===== src/rtl/cemap_pkg.sv =====
// ----------------------------------------------------------------------------
// cemap_pkg
// Shared types, constants and the arctangent step constants for the
// cube face to equirectangular coordinate map.
// ----------------------------------------------------------------------------
package cemap_pkg;

   localparam int COORD_BITS    = 12;
   localparam int FRAC_BITS     = 16;
   localparam int CORDIC_STAGES = 16;
   localparam int OUT_FRAC_BITS = 8;
   localparam int CORDIC_N      = (CORDIC_STAGES < 24) ? CORDIC_STAGES : 24;

   localparam longint Q30_SHIFT    = 30 - FRAC_BITS;
   localparam longint PI_Q30       = 64'sd3373259426;
   localparam longint PI_Q         = (PI_Q30 + (64'sd1 <<< (Q30_SHIFT - 1))) >>> Q30_SHIFT;
   localparam longint HALF_PI_Q    = PI_Q / 2;
   localparam longint INV_GAIN_Q30 = 64'sd652032874;
   localparam longint ONE_Q        = 64'sd1 <<< FRAC_BITS;
   localparam longint OUT_MAX      = 64'sd2097151;

   // datapath widths
   localparam int NRM_W  = FRAC_BITS + 2;   // nx, ny: +-(2 - lsb)
   localparam int CW     = FRAC_BITS + 8;   // cordic x, y
   localparam int ZW     = FRAC_BITS + 5;   // cordic angle
   localparam int DNUM_W = 35;
   localparam int DDEN_W = 18;
   localparam int DQ_W   = 20;
   localparam int UN_W   = 23;
   localparam int TW     = FRAC_BITS + 1;

   // register indexes
   localparam int CSR_IDX_W  = 3;
   localparam int CSR_DATA_W = 17;
   localparam logic [CSR_IDX_W-1:0] CSR_FACE_WIDTH    = 3'd0;
   localparam logic [CSR_IDX_W-1:0] CSR_FACE_HEIGHT   = 3'd1;
   localparam logic [CSR_IDX_W-1:0] CSR_SOURCE_WIDTH  = 3'd2;
   localparam logic [CSR_IDX_W-1:0] CSR_SOURCE_HEIGHT = 3'd3;
   localparam logic [CSR_IDX_W-1:0] CSR_PLANE_EXTENT  = 3'd4;
   localparam logic [CSR_IDX_W-1:0] CSR_PLANE_DEPTH   = 3'd5;

   // face codes
   localparam logic [2:0] FACE_YAW_HALF = 3'd0;
   localparam logic [2:0] FACE_YAW_ONE  = 3'd1;
   localparam logic [2:0] FACE_YAW_NEG  = 3'd2;
   localparam logic [2:0] FACE_TOP      = 3'd4;
   localparam logic [2:0] FACE_BOTTOM   = 3'd5;

   typedef struct packed {
      logic [2:0]  face_id;
      logic [11:0] pixel_x;
      logic [11:0] pixel_y;
   } req_type;

   typedef struct packed {
      logic [20:0] source_col;
      logic [20:0] source_row;
   } rsp_type;

   typedef struct packed {
      logic                    valid;
      logic [2:0]              face;
      logic signed [NRM_W-1:0] ny;
      logic signed [ZW-1:0]    ang;
   } side_type;

   typedef struct packed {
      side_type          side;
      logic              neg;
      logic [DNUM_W-1:0] num;
      logic [DDEN_W-1:0] den;
   } div_in_type;

   typedef struct packed {
      side_type        side;
      logic            neg;
      logic            sat;
      logic [DQ_W-1:0] quo;
   } div_out_type;

   typedef struct packed {
      side_type             side;
      logic signed [CW-1:0] x;
      logic signed [CW-1:0] y;
   } cord_in_type;

   typedef struct packed {
      side_type             side;
      logic signed [ZW-1:0] z;
      logic signed [CW-1:0] mag;
   } cord_out_type;

   function automatic logic signed [ZW-1:0] atan_q(input int i);
      longint t;
      case (i)
         0:  t = 843314857;
         1:  t = 497837829;
         2:  t = 263043836;
         3:  t = 133525158;
         4:  t = 67021686;
         5:  t = 33543515;
         6:  t = 16775850;
         7:  t = 8388437;
         8:  t = 4194282;
         9:  t = 2097149;
         10: t = 1048575;
         11: t = 524287;
         12: t = 262143;
         13: t = 131071;
         14: t = 65535;
         15: t = 32767;
         16: t = 16383;
         17: t = 8191;
         18: t = 4095;
         19: t = 2047;
         20: t = 1024;
         21: t = 512;
         22: t = 256;
         23: t = 128;
         default: t = 0;
      endcase
      return ZW'((t + (64'sd1 <<< (Q30_SHIFT - 1))) >>> Q30_SHIFT);
   endfunction

endpackage


===== src/rtl/cemap_div.sv =====
// ----------------------------------------------------------------------------
// cemap_div
// Pipelined restoring divider, one quotient bit per stage, magnitude in and
// out with a sign and a side payload carried along. Flags quotient overflow.
// ----------------------------------------------------------------------------
module cemap_div (
   input  logic                   clock,
   input  logic                   reset,
   input  cemap_pkg::div_in_type  div_i,
   output cemap_pkg::div_out_type div_o
);
   import cemap_pkg::*;

   localparam int CMP_W = DDEN_W + DQ_W + 1;

   typedef struct packed {
      side_type          side;
      logic              neg;
      logic              sat;
      logic [DNUM_W-1:0] rem;
      logic [DDEN_W-1:0] den;
      logic [DQ_W-1:0]   quo;
   } div_stage_type;

   div_stage_type st_ff [DQ_W+1];
   div_stage_type st0_in;

   always_comb begin
      st0_in.side = div_i.side;
      st0_in.neg  = div_i.neg;
      st0_in.sat  = CMP_W'(div_i.num) >= (CMP_W'(div_i.den) << DQ_W);
      st0_in.rem  = div_i.num;
      st0_in.den  = div_i.den;
      st0_in.quo  = '0;
   end

   always_ff @(posedge clock) begin
      if (reset) begin
         st_ff[0].side.valid <= 1'b0;
      end else begin
         st_ff[0] <= st0_in;
      end
   end

   for (genvar g = 0; g < DQ_W; g++) begin : gen_step
      localparam int K = DQ_W - 1 - g;
      logic [CMP_W-1:0] sub;
      div_stage_type    nxt_in;

      assign sub = CMP_W'(st_ff[g].den) << K;

      always_comb begin
         nxt_in = st_ff[g];
         if (CMP_W'(st_ff[g].rem) >= sub) begin
            nxt_in.rem    = st_ff[g].rem - DNUM_W'(sub);
            nxt_in.quo[K] = 1'b1;
         end
      end

      always_ff @(posedge clock) begin
         if (reset) begin
            st_ff[g+1].side.valid <= 1'b0;
         end else begin
            st_ff[g+1] <= nxt_in;
         end
      end
   end

   assign div_o.side = st_ff[DQ_W].side;
   assign div_o.neg  = st_ff[DQ_W].neg;
   assign div_o.sat  = st_ff[DQ_W].sat;
   assign div_o.quo  = st_ff[DQ_W].quo;

endmodule


===== config.mk =====
export PLATFORM = sky130hd
export DESIGN_NAME = cemap_div
export DESIGN_NICKNAME = d
export VERILOG_FILES = /design/src/rtl/cemap_pkg.sv /design/src/rtl/cemap_div.sv
export SDC_FILE = /design/constraint.sdc
export NUM_CORES = 2
export LEC_CHECK = 0
export ABC_AREA = 1
export BUFFER_PORTS_ARGS = -buffer_cell sky130_fd_sc_hd__buf_4
export CAP_MARGIN = 20
export CORE_ASPECT_RATIO = 0.7
export CORE_MARGIN = 8
export CORE_UTILIZATION = 42
export CTS_BUF_LIST = sky130_fd_sc_hd__clkbuf_4
export DETAILED_ROUTE_END_ITERATION = 8
export GPL_ROUTABILITY_DRIVEN = 0
export PLACE_DENSITY = 0.59
export RECOVER_POWER = 25
export SLEW_MARGIN = 5
export SYNTH_ARGS = -nofsm -noshare
export SYNTH_HDL_FRONTEND = slang
export SYNTH_SLANG_ARGS = --single-unit
export TNS_END_PERCENT = 5

===== constraint.sdc =====
create_clock -name clock -period 49 [get_ports clock]
set_input_delay 4.9 -clock clock [delete_from_list [all_inputs] [get_ports clock]]
set_output_delay 4.9 -clock clock [all_outputs]
set_load 0.01 [all_outputs]

# [Yosys cells after proc, flatten, opt, wreduce, memory -nomap -nowiden]
# Memories as Yosys holds them, arrays and structs flattened.
# Cells that the tools add are included.
[word_totals] regBits=0 wordCells=127 mem_count=1 in_bits=99 ram_bits=2478
[op_classes] add_sub_neg=20 muxes=64 bitwise_logic=21 order_cmp=21
[memory_table] memory="st_ff" depth=21 width=118 rd=21 rd_clocked_by_memory_dff=0 wr=21 line="cemap_div.sv:25" source="div_stage_type st_ff [DQ_W+1];"
[op_table] op="$mux W35" n=20
[op_table] op="$sub A35 B35 Y35" n=3
[op_table] op="$mux W1" n=44
[op_table] op="$ge A35 B38 Y1" n=1
[op_table] op="$ge A35 B37 Y1" n=1
[op_table] op="$ge A35 B36 Y1" n=1
[op_table] op="$ge A35 B18 Y1" n=1
[op_table] op="$ge A35 B19 Y1" n=1
[op_table] op="$ge A35 B20 Y1" n=1
[op_table] op="$ge A35 B21 Y1" n=1
[op_table] op="$ge A35 B22 Y1" n=1
[op_table] op="$ge A35 B23 Y1" n=1
[op_table] op="$ge A35 B24 Y1" n=1
[op_table] op="$ge A35 B25 Y1" n=1
[op_table] op="$ge A35 B26 Y1" n=1
[op_table] op="$ge A35 B27 Y1" n=1
[op_table] op="$ge A35 B28 Y1" n=1
[op_table] op="$ge A35 B29 Y1" n=1
[op_table] op="$ge A35 B30 Y1" n=1
[op_table] op="$ge A35 B31 Y1" n=1
[op_table] op="$ge A35 B32 Y1" n=1
[op_table] op="$ge A35 B33 Y1" n=1
[op_table] op="$ge A35 B34 Y1" n=1
[op_table] op="$ge A35 B35 Y1" n=1
[op_table] op="18 further kinds" n=38

# [Logic depth before layout (Yosys ltp)]
[logic_depth] ltp_word=3 ltp_mapped=17 ltp_nobuf=16

# [Worst setup path before layout]
# Ideal clock, no wire load.
[synth_timing] path_type="input to register" startpoint="in reset" endpoint="mem st_ff[0][100] (netlist bit), enable pin" t_arrival_ns=47.065 required_ns=46.501 setup_slack_ns=-0.564 cell_stages=2 path_buffers=1 setup_time_ns=2.499 cell_sequence="clkbuf_1 inv_1"
[synth_rtl] element="start: declaration" line="cemap_div.sv:8" source="input logic reset,"
[synth_rtl] element="end: declaration" line="cemap_div.sv:25"

==> flow_metrics.env <==
export IMPL_grt_pass1_vias=65191
export IMPL_hpwlAfterDp_um=166700
export IMPL_regToRegStartpoint="st_ff[0][728]"
export IMPL_yosysUniqueCellTypes=48
export IMPL_synth_edff_count=2194
export IMPL_grt_setup_unrepaired="false"
export IMPL_synthAdderAreaFrac=0.04965
export IMPL_clk_insertion_delay_late_ns=1.28
export IMPL_tns_ns=0
export IMPL_top_register="st_ff"
export IMPL_numClockSinks=2215
export IMPL_crit_reg2reg_capture="st_ff[0][898]"
export IMPL_maxSlewHeadroom=0.2994
export IMPL_ys_warnings_count=0
export IMPL_number_of_buffers_added_by_the_clock_tree_synthesis_step=554
export IMPL_hold_path_class="flop to flop"
export IMPL_clock_path_buffers=4
export IMPL_boundaryPins=164
export IMPL_finalSetupViolCount=0
export IMPL_synth_compound_gate_area_share=0.04111
export IMPL_number_of_synthesized_register_bits=2215
export IMPL_dr_pass1_iters=9
export IMPL_vdd_ir_drop_max_mv=0.02137
export IMPL_std_cell_rows=151
export IMPL_main_combinational_cell_family_by_area_after_synthesis="simple AND/OR/NAND/NOR gates"
export IMPL_max_cap_viol_count=0
export IMPL_tritoncts_clock_tree="built"
export IMPL_dr_total_vias=68467
export IMPL_synth_sequential_area_ratio=0.6539
export IMPL_drt_first_iter_violations=7597
export IMPL_finalNetCount=10525
export IMPL_routed_wl_um=230200
export IMPL_outcome="completed"
export IMPL_endpoint="st_ff[2][128]"
export IMPL_hold_ws_ns=0.2875
export IMPL_finClkSkew_ns=0.1588
export IMPL_summed_instance_area_of_the_synthesized_netlist_sq_mm=0.1014
export IMPL_viasPerCell=5.024
export IMPL_drc_errors=0
export IMPL_largest_register_ff_count=2215
export IMPL_syn_avg_cell_area_sq_um=10.76
export IMPL_powerDensity_mw_per_mm2=50.93
export IMPL_timing_final_hold_violations=0
export IMPL_worst_setup_hold_path_clk_slew_ns=0.06
export IMPL_cp_arrival_ns=10.41
export IMPL_grt_start_max_net_pins=192
export IMPL_worst_setup_path_type="input port to flop"
export IMPL_largest_registers_in_the_final_layout="st_ff x2215"
export IMPL_critical_path_end_type="flop"
export IMPL_cp_startpoint="reset"
export IMPL_initial_utilization=0.4206
export IMPL_syn_nets=9917
export IMPL_achievable_frequency_mhz=103.4
export IMPL_yosys_area_share_simple=0.1792
export IMPL_wl_per_cell_um=16.90
export IMPL_fraction_of_layout_instances_using_a_drive_strength_above_1=0.1101
export IMPL_timing_final_crit_share=0.1974
export IMPL_synth_async_reset_ratio=0
export IMPL_cts_root_buffer="sky130_fd_sc_hd__clkbuf_4"
export IMPL_fillerInstances=22030
export IMPL_cts_setup_buffers=0
export IMPL_synth_xor_area_share=0.01797
export IMPL_synth_area_leader_cell="sky130_fd_sc_hd__edfxtp_1"
export IMPL_die_width_um=603.3
export IMPL_holdBufCountCts=0
export IMPL_final_cell_mix="2679 x sky130_fd_sc_hd__nand2_1, 2194 x sky130_fd_sc_hd__edfxtp_1, 1308 x sky130_fd_sc_hd__inv_1, 790 x sky130_fd_sc_hd__clkbuf_4, 778 x sky130_fd_sc_hd__nor2_1"
export IMPL_ff2ff_path_depth=11
export IMPL_synthToLayoutAreaGrowth_pct=11.38
export IMPL_synthDominantCellAreaShare=0.6497
export IMPL_worstPathRequired_ns=49.74
export IMPL_max_slew_worst_pin_slew_ns=1.051
export IMPL_drt_antenna_violating_nets=0
export IMPL_die_height_um=427.1
export IMPL_port_buffers=163
export IMPL_post_synth_main_area_contributors="sky130_fd_sc_hd__edfxtp_1 65%, sky130_fd_sc_hd__nand2_1 9.9%, sky130_fd_sc_hd__inv_1 4.8%"
export IMPL_grt_antenna_before_repair=19
export IMPL_cts_max_level=6
export IMPL_yosys_mux_area_fraction=0
export IMPL_cellLeakagePower_nw=47.37
export IMPL_fp_coreArea_sq_mm=0.2411
export IMPL_timing_reg2reg_setup_slack_ns=44.81
export IMPL_grt_first_pass_wirelength_um=357500
export IMPL_post_cts_resize_count=0
export IMPL_finalMaxSlewViolations=0
export IMPL_path_max_fanout=77
export IMPL_die_area_sq_mm=0.2577
export IMPL_grt_use_total=0.1738
export IMPL_min_period_ns=9.674
export IMPL_dominantRegCellSynth="sky130_fd_sc_hd__edfxtp_1"
export IMPL_post_synth_inst_count=9427
export IMPL_worstSetupStartpointType="input port"
export IMPL_layout_cells_most_common="sky130_fd_sc_hd__nand2_1"
export IMPL_grt_total_ovfl=0
==> worst max-delay path, stage by stage <==
cell                         delay (ns)
sky130_fd_sc_hd__buf_4             0.18
sky130_fd_sc_hd__clkinvlp_4        0.49
sky130_fd_sc_hd__buf_4             0.69
sky130_fd_sc_hd__buf_4             0.65
sky130_fd_sc_hd__buf_4             0.66
sky130_fd_sc_hd__buf_4             0.82
sky130_fd_sc_hd__buf_4             0.82
sky130_fd_sc_hd__buf_4             0.88
==> power breakdown <==
| part | leakage (nW) | total (W) | switching [W] | internal [W] |
|---|---|---|---|---|
| logic | 21.7 | 0.00162 | 0.00109 | 0.000526 |
| clock network | 4.14 | 0.00155 | 0.000726 | 0.000824 |
| registers | 21.5 | 0.00258 | 0.000177 | 0.00241 |
==> cell usage after synthesis, types with 60 or more instances <==
master	instances
sky130_fd_sc_hd__a21oi_1	425
sky130_fd_sc_hd__buf_4	78
sky130_fd_sc_hd__edfxtp_1	2194
sky130_fd_sc_hd__ha_1	372
sky130_fd_sc_hd__inv_1	1309
sky130_fd_sc_hd__nand2_1	2679
sky130_fd_sc_hd__nand3_1	468
sky130_fd_sc_hd__nand4_1	184
sky130_fd_sc_hd__nor2_1	778
sky130_fd_sc_hd__nor3_1	108
sky130_fd_sc_hd__o21ai_0	268
sky130_fd_sc_hd__xnor2_1	60
sky130_fd_sc_hd__xor2_1	148
==> cell families (layout without fill, tap and decap cells) <==
logic type                 count (synthesis)  in the layout
xor gates and xnor gates                 208            208
DFF                                     2215           2215
adders and majority gates                391            391
buffers and inverters                   1459           2436
AOI/OAI and AO/OA                        781            781
other                                      0             10
and+or+nand+nor                         4373           4373
==> per-layer routing <==
layer | share of wire | global-route usage
met4 | 0.025 | 0.05519
met3 | 0.10 | 0.04773
met5 | 0.00037 | 0
met1 | 0.48 | 0.2625
met2 | 0.40 | 0.2406
==> final cells by class <==
type / count / area, sq um / area share
Clock buffer: 790 / 5931 / 0.05251
Inverter: 1317 / 4947 / 0.04381
Tap cell: 3213 / 4020 / 0.03560
Multi-Input combinational cell: 5753 / 29190 / 0.2585
Clock inverter: 135 / 1001 / 0.008863
Timing Repair Buffer: 194 / 1514 / 0.01341
Antenna cell: 10 / 25.02 / 0.0002216
Sequential cell: 2215 / 66300 / 0.5871
==> per-stage QoR <==
step                setup slack [ns]  cells  power (W)  utilization  instance area (sq um)
global placement               38.23  12691   0.004155       0.4395                 106000
floorplan                      10.11   9427   0.003803            -                 101400
CTS                            39.50  13616   0.005776       0.4682                 112900
finish                         39.33  13627   0.005752       0.4685                 112900
global route                   38.94  13623   0.006123       0.4684                 112900
detailed placement             38.11  12691   0.004180       0.4395                 106000
==> worst min-delay path by stage <==
stage / start / to / depth (start not counted)
final: st_ff[1][248] / st_ff[1][366] / 0
after global placement: st_ff[1][235] / st_ff[1][353] / 2
after CTS: st_ff[1][248] / st_ff[1][366] / 0
after detailed placement: st_ff[0][471] / st_ff[0][589] / 2
after global routing: st_ff[1][248] / st_ff[1][366] / 0
after floorplan: st_ff[0][117] / st_ff[0][235] / 2
Power figures use the tool's default switching activity.
